===== src/sv/mtwm_pkg.sv =====
// shared types, constants and codes for the multi-track window min/max block
`default_nettype none

package mtwm_pkg;

  // default sizing
  localparam int WINDOW_MAX_DEF  = 256;
  localparam int TRACK_COUNT_DEF = 4;

  // fixed field widths
  localparam int SPAN_REGS = 4;
  localparam int SPAN_W    = 16;
  localparam int SAMPLE_W  = 16;
  localparam int EXT_W     = 17;
  localparam int FILL_W    = 9;
  localparam int WLEN_W    = 9;
  localparam int TRACK_W   = 2;
  localparam int CFG_IDX_W = 3;
  localparam int CFG_DAT_W = 16;

  // register reset values
  localparam logic [WLEN_W-1:0] WLEN_RESET = 9'd250;
  localparam logic [SPAN_W-1:0] SPAN_RESET = 16'd360;

  // configuration register indexes
  localparam logic [CFG_IDX_W-1:0] CFG_WLEN  = 3'd0;
  localparam logic [CFG_IDX_W-1:0] CFG_SPAN0 = 3'd1;
  localparam logic [CFG_IDX_W-1:0] CFG_SPAN1 = 3'd2;
  localparam logic [CFG_IDX_W-1:0] CFG_SPAN2 = 3'd3;
  localparam logic [CFG_IDX_W-1:0] CFG_SPAN3 = 3'd4;

  typedef enum logic {
    OP_ADD   = 1'b0,
    OP_CLEAR = 1'b1
  } opcode_t;

  typedef logic [SPAN_REGS-1:0][SPAN_W-1:0] span_vec_t;

  // controller to datapath
  typedef struct packed {
    logic load;    // latch the incoming item
    logic apply;   // decide and update track state
    logic step;    // issue one window read
    logic commit;  // store the rescanned extremes
    logic emit;    // load the result register
  } mtwm_cmd_t;

  // datapath to controller
  typedef struct packed {
    logic need_scan;  // full window, a rescan follows
    logic scan_last;  // the read being issued is the last one
  } mtwm_status_t;

endpackage

`default_nettype wire


===== src/sv/mtwm_ctrl.sv =====
// sequencing state machine for the window min/max block
`default_nettype none

module mtwm_ctrl (
  input  logic                  clk,
  input  logic                  rst,
  input  logic                  in_valid,
  output logic                  in_ready,
  output logic                  out_valid,
  input  logic                  out_ready,
  input  mtwm_pkg::mtwm_status_t status,
  output mtwm_pkg::mtwm_cmd_t    cmd
);
  import mtwm_pkg::*;

  typedef enum logic [2:0] {
    ST_IDLE,
    ST_EVAL,
    ST_SCAN,
    ST_DRAIN,
    ST_COMMIT,
    ST_OUTPUT
  } state_t;

  state_t state;
  logic   out_free;

  assign out_free = !out_valid || out_ready;
  assign in_ready = (state == ST_IDLE);

  always_comb begin
    cmd        = '0;
    cmd.load   = (state == ST_IDLE) && in_valid;
    cmd.apply  = (state == ST_EVAL);
    cmd.step   = (state == ST_SCAN);
    cmd.commit = (state == ST_COMMIT);
    cmd.emit   = (state == ST_OUTPUT) && out_free;
  end

  always_ff @(posedge clk) begin
    if (rst) begin
      state     <= ST_IDLE;
      out_valid <= 1'b0;
    end else begin
      // a new result replaces a taken one in the same cycle
      if (cmd.emit) begin
        out_valid <= 1'b1;
      end else if (out_ready) begin
        out_valid <= 1'b0;
      end
      unique case (state)
        ST_IDLE: begin
          if (in_valid) begin
            state <= ST_EVAL;
          end
        end
        ST_EVAL: begin
          state <= status.need_scan ? ST_SCAN : ST_OUTPUT;
        end
        ST_SCAN: begin
          if (status.scan_last) begin
            state <= ST_DRAIN;
          end
        end
        ST_DRAIN: begin
          state <= ST_COMMIT;
        end
        ST_COMMIT: begin
          state <= ST_OUTPUT;
        end
        ST_OUTPUT: begin
          if (out_free) begin
            state <= ST_IDLE;
          end
        end
        default: begin
          state <= ST_IDLE;
        end
      endcase
    end
  end

endmodule

`default_nettype wire


===== config.mk =====
export PLATFORM = sky130hd
export DESIGN_NAME = mtwm_ctrl
export DESIGN_NICKNAME = d
export VERILOG_FILES = /design/src/sv/mtwm_pkg.sv /design/src/sv/mtwm_ctrl.sv
export SDC_FILE = /design/constraint.sdc
export NUM_CORES = 1
export LEC_CHECK = 0
export BUFFER_PORTS_ARGS = -buffer_cell sky130_fd_sc_hd__buf_2
export CAP_MARGIN = 20
export CORE_AREA = 3 3 40 42
export CTS_BUF_LIST = sky130_fd_sc_hd__clkbuf_4 sky130_fd_sc_hd__clkbuf_8 sky130_fd_sc_hd__clkbuf_16
export CTS_CLUSTER_SIZE = 30
export DETAILED_ROUTE_END_ITERATION = 16
export DIE_AREA = 0 0 43 45
export GPL_TIMING_DRIVEN = 0
export PLACE_DENSITY_LB_ADDON = 0.15
export SYNTH_ARGS = -nofsm -noshare
export SYNTH_HDL_FRONTEND = slang
export SYNTH_SLANG_ARGS = --single-unit
export TNS_END_PERCENT = 50

===== constraint.sdc =====
create_clock -name clk -period 1.4 [get_ports clk]
set_input_delay 0 -clock clk [delete_from_list [all_inputs] [get_ports clk]]
set_output_delay 0 -clock clk [all_outputs]
set_load 0.05 [all_outputs]

==> metrics.yaml, run 1 <==
critical_path:
  worstPathCellList: "buf_2 -> nor3_2 -> and2_1 -> buf_2"
  cpMaxStageDelayCell: "dfxtp_1"
  crit_family: "buffers and inverters"
  worstPathArrival_ns: 1.27
  crit_top_cell: "buf_2"
  path_buf_inv: 2
  required_ns: 1.40
  path_class: "register to output port"
  endpoint_kind: "output port"
  path_max_fanout: 10
  max_stage_delay_ns: 0.30
  startpoint_type: "register"
final_layout:
  multi_input_area_um2: 153
  final_cell_mix: "buf_2, dfxtp_1, nor2_1, a21oi_1, clkbuf_4"
  layout-drive-gt1-share_pct: 44.7
  nNetsFinal: 55
  layout.cells.most_common: "buf_2"
  ff_latch_area_um2: 80.1
  final_core_util_pct: 27.8
  syn2layout_area_growth_pct: 48.2
  fillers: 151
  antenna_cells: 0
timing:
  worstMarginPinSlew_ns: 0.292
  fin_setup_tns_ns: 0
  fin_ws_ns: 0.127
  finalHoldViolations: 0
  max_slew_margin_pct: 80.5
  fmax_ghz: 0.786
  skew_ns: 0.00133
  fin_crit_sh_pct: 90.9
  min_period_ns: 1.27
  final_max_slew_viol_count: 0
  rsz0062_at_grt: "no"
  setup_violations: 0
drt:
  wl_per_cell_um: 9.94
  drtIter0Drc: 1
  vias_per_cell: 4.23
  firstDrtPassIters: 2
  finalWirelength_um: 616
  num_vias: 262
  drc_errors: 0
  ant_nets: 0
floorplanning:
  die_w_um: 43
  start_util_pct: 18.8
  io_pins: 13
  die_h_um: 45
  core_um2: 1280
  dieArea_um2: 1940
  rows: 13
cts:
  clkSlewWorstSetupHoldPaths_ns: 0.04
  clockRootBuffer: "clkbuf_4"
  cts_made_buffers: 3
  cts_hold_buf: 1
  clkSinkCount: 4
  ctsResizeCount: 0
  h-tree-depth: 1
  cts_setup_buffers: 0
  cts_buffer_depth: 2
  cts_tree: "yes"
  insertion_delay_ns: 0.23
run:
  cap_violations: 0
synthesis:
  ys_types: 19
  synth_nets: 37
  synth_seq_cells: 4
  netlist_area_um2: 241
  syn_inst: 31
  seq_area_frac_synth_pct: 33.2
  syn_area_per_cell_um2: 7.79
  yosys_warnings: 0
placed_design:
  hpwl_um: 448
  pre_cts_ws_ns: 0.304
  port_buffers: 12
  gp_congestion: 0.698
outcome:
  status: "completed"
pwr:
  leakage_nw: 0.170
  power.density_nw_per_um2: 1410
  irDropWorstVdd_uv: 618
global_route:
  antenna_found_initial: 0
  grt_pass1_wl_mm: 1.03
  met2_usage_pct: 10.8
  grt_remaining_overflow: 0
  grt_use_met1_pct: 8.63
  grt_max_degree: 11
  grtUsageTotal_pct: 7.73
  grt_pass1_vias: 259
  busiest_layer: "met2"
  use_met3_pct: 4.78
min_path:
  worstHoldPathType: "input pin to register"
## cells by family (layout without fill, tap and decap cells)
group                  Yosys count  after routing  synth area share [%]
buffers and inverters            3             19                  5.70
AND/OR/NAND/NOR                 17             17                  40.9
multiplexers                     1              1                  6.22
flip-flops                       4              4                  33.2
AO/OA/AOI/OAI                    6              6                  14.0
## cell type report
type                            instances  area share [%]
Timing Repair Buffer                   13            19.6
Sequential cell                         4            22.4
Inverter                                1            1.05
Clock buffer                            3            6.29
Buffer                                  2            2.80
Tap cell                               15            5.24
Multi-Input combinational cell         24            42.7
## layer usage
metal / share of wire (%) / wire length (µm) / vias to the layer above
li1: - / - / 141
met1: 50 / 311 / 106
met2: 37 / 225 / 13
met3: 11 / 68 / 2
met4: 1.6 / 10 / 0
met5: 0 / 0 / -
## power breakdown
part | switching [mW] | internal [mW]
Combinational | 0.154 | 0.0689
Sequential | 0.0104 | 0.127
Clock | 0.0472 | 0.0959
Total | 0.212 | 0.292
## per-stage QoR
stage | instance area (µm²) | hold slack (ns) | std cells | power [mW]
final | 358 | 0.124 | 62 | 0.504
after detailed placement | 325 | 0.206 | 58 | 0.363
after CTS | 358 | 0.123 | 62 | 0.515
after global placement | 325 | 0.205 | 58 | 0.363
after global routing | 358 | 0.158 | 62 | 0.538
after floorplan | 246 | 0.0697 | 31 | 0.316
## registers in the layout, indices dropped and copies added, names as in the netlist
name,cells
out_valid,1
state,3
## worst paths after layout
check        cells past startpoint                   from                      to  slack, ns
max                              4  state[2]$_SDFFE_PP0P_                  cmd[4]       0.13
min                              4              out_ready  out_valid$_SDFFE_PP0P_       0.12
max reg2reg                      3  state[1]$_SDFFE_PP0P_   state[0]$_SDFFE_PP0P_       0.30
min reg2reg                      3  state[2]$_SDFFE_PP0P_   state[2]$_SDFFE_PP0P_       0.58
## synth_stat cells (all sizes together)
library cell	instances	share of area [%]
a21oi	3	6.2
a31oi	1	2.6
a21boi	1	3.1
nor3	4	10
nor2	3	4.7
inv	1	1.6
nor2b	1	2.6
nand2	1	1.6
and2	1	2.6
or3	1	2.6
dfxtp	4	33
buf	2	4.1
nand2b	2	5.2
nand3	1	2.1
o21ai	1	2.1
mux2	1	6.2
nor3b	2	6.2
or2b	1	3.1
## worst register-to-register path, cell delays in order, from the launching register on
cell	delay (ns)
dfxtp_1	0.38
or3_1	0.37
a21oi_1	0.17
nor3_1	0.06
(Power assumes the default switching activity.)
==> run 2: changes to the inputs <==
==> constraint.sdc (replaced) <==
create_clock -name clk -period 1.27 [get_ports clk]
set_input_delay 0 -clock clk [delete_from_list [all_inputs] [get_ports clk]]
set_output_delay 0 -clock clk [all_outputs]
set_load 0.05 [all_outputs]
==> run 2 against run 1 <==
Wire length is 1.5% higher. Cell count stayed put. Clock skew barely moved. Critical path type unchanged. Die area stayed put. Combinational power rose by 21%.
==> metrics.yaml, run 2 (synthesis results as in run 1) <==
cts:
  insertion_delay_ns: 0.23  # about the same
  cts_made_buffers: 3  # unchanged
  clkSinkCount: 4  # unchanged
  cts_buffer_depth: 2  # unchanged
  cts_setup_buffers: 0  # unchanged
  clkSlewWorstSetupHoldPaths_ns: 0.04  # about the same
  clockRootBuffer: "clkbuf_4"
  cts_tree: "yes"
  h-tree-depth: 1  # unchanged
floorplanning:
  dieArea_um2: 1940  # unchanged
  io_pins: 13  # unchanged
  start_util_pct: 18.8  # unchanged
  rows: 13  # unchanged
  die_h_um: 45  # unchanged
  die_w_um: 43  # unchanged
  core_um2: 1280  # unchanged
timing:
  finalHoldViolations: 0  # unchanged
  rsz0062_at_grt: "yes"
  setup_violations: 0  # unchanged
  fin_setup_tns_ns: 0  # unchanged
  final_max_slew_viol_count: 0  # unchanged
  min_period_ns: 1.21
  skew_ns: 0.00134  # +0.0000172 ns
  hold_ws_ns: 0.128  # +0.00354 ns
  fin_crit_sh_pct: 95.4
  worstMarginPinSlew_ns: 0.249  # -0.0430 ns
  max_slew_margin_pct: 83.5  # +3.0 points
  fmax_ghz: 0.825
global_route:
  grt_max_degree: 11  # unchanged
  grt_pass1_wl_mm: 1.04  # +1.3%
  grt_remaining_overflow: 0  # unchanged
  grt_pass1_vias: 265  # +2.3%
  grtUsageTotal_pct: 7.81  # +0.083 points
  antenna_found_initial: 0  # unchanged
outcome:
  status: "completed"
drt:
  firstDrtPassIters: 2  # unchanged
  wl_per_cell_um: 10.1  # +1.5%
  finalWirelength_um: 625  # +1.5%
  drtIter0Drc: 1  # unchanged
  vias_per_cell: 4.31  # +1.9%
  drc_errors: 0  # unchanged
  num_vias: 267  # +1.9%
  ant_nets: 0  # unchanged
min_path:
  hp-start: "out_ready"
  hold_end: "out_valid$_SDFFE_PP0P_"
  worstHoldPathType: "input pin to register"
  hold_depth: 4  # unchanged
critical_path:
  path_buf_inv: 2  # unchanged
  worstPathCellList: "clkbuf_4 -> nor3_2 -> and2_1 -> buf_6"
  endpoint_kind: "output port"
  worstPathArrival_ns: 1.21  # -0.06 ns
  r2r_end: "state[0]$_SDFFE_PP0P_"
  required_ns: 1.27  # -0.13 ns
  r2r_slack_ns: 0.22  # -0.08 ns
  reg2reg_depth: 3  # unchanged
  startpoint_type: "register"
  max_stage_delay_ns: 0.29  # about the same
  critPathLaunch: "state[0]$_SDFFE_PP0P_"
  path_max_fanout: 10  # unchanged
  r2r-start: "state[1]$_SDFFE_PP0P_"
  path_class: "register to output port"
  crit_family: "simple AND/OR/NAND/NOR gates"
  cpMaxStageDelayCell: "dfxtp_1"
placed_design:
  place_inst: 58  # unchanged
  gp_congestion: 0.698  # unchanged
  port_buffers: 12  # unchanged
  hpwl_um: 448  # unchanged
pwr:
  power.density_nw_per_um2: 1510  # +7.0%
  switchingPower_mw: 0.236  # +12%
  leakage_nw: 0.172  # +1.5%
  combPwrFrac_pct: 46.4  # +2.1 points
  p_sw_share_pct: 40.8  # -1.2 points
  irDropWorstVdd_uv: 708  # +15%
  seq_power_share_pct: 26.4  # -0.9 points
  power_mw: 0.579  # +15%
  clkPwrFrac_pct: 27.2  # -1.2 points
  p_int_mw: 0.343  # +17%
final_layout:
  final_cell_mix: "buf_2, clkbuf_4"
  layout.cells.most_common: "buf_2"
  final_core_util_pct: 29.9  # +2.0 points
  antenna_cells: 0  # unchanged
  layout-drive-gt1-share_pct: 46.8  # +2.1 points
  largest_reg_flops: 3  # unchanged
  nNetsFinal: 55  # unchanged
  largestRegisters: "state x3, out_valid x1"
  instances_no_fill: 62  # unchanged
  syn2layout_area_growth_pct: 59.1
  top_register: "state"
run:
  cap_violations: 0  # unchanged
## run 2: cell count changes in the layout (fill, tap and decap cells not counted), sizes merged
cell	delta
clkbuf	+2
buf	-2
## run 2: repair_timing
action	in CTS	in global routing
pin swaps	0	0
setup endpoints to repair	2	6
hold endpoints to repair	2	0
hold buffers	1	0
gates resized for setup	2	11
## run 2: power groups by stage
| stage | clock network, mW | logic, mW | registers, mW |
|---|---|---|---|
| after global routing | 0.175 | 0.287 | 0.155 |
| after CTS | 0.168 | 0.254 | 0.152 |
| after global placement | 0 | 0.246 | 0.154 |
| after floorplan | 0 | 0.193 | 0.155 |
| final | 0.157 | 0.269 | 0.153 |
| after detailed placement | 0 | 0.246 | 0.154 |
## run 2: tightest hold or removal path, stage by stage
cell,delay (ns)
buf_2,0.08
nor2b_1,0.05
a31oi_1,0.14
nor2_1,0.04
## run 2: routing by layer
layer  wire (µm)  share of wire, %  global-route usage (%)  vias up
li1            -                 -                       -      140
met5           0                 0                       0        -
met1         307                49                    8.63      112
met2         240                38                    11.1       13
met3          68                11                    4.78        2
met4          10               1.6                    5.42        0
## run 2: layout make-up
cell class              instances  area [µm²]
multi-input cells              24         153
well taps                      15        18.8
repair buffers                 13        90.1
plain buffers                   2        15.0
inverters                       1        3.75
clock buffers                   3        22.5
flip-flops and latches          4        81.3
fillers                       145         901
## run 2: through the flow
| stage | setup slack (ns) | area, µm² |
|---|---|---|
| after floorplan | -0.415 | 246 |
| after global placement | 0.184 | 325 |
| after detailed placement | 0.174 | 325 |
| after CTS | 0.0102 | 363 |
| after global routing | -0.0413 | 384 |
| final | 0.0586 | 384 |
## run 2: how the worst max path moves through the flow
stage                                  endpoint  slack [ns]  cells after the start
after floorplan                          cmd[1]       -0.42                      2
after detailed placement  state[0]$_SDFFE_PP0P_        0.17                      3
after global placement    state[0]$_SDFFE_PP0P_        0.18                      3
after global routing                     cmd[4]       -0.04                      4
after CTS                                cmd[3]        0.01                      3
final                                    cmd[4]        0.06                      4
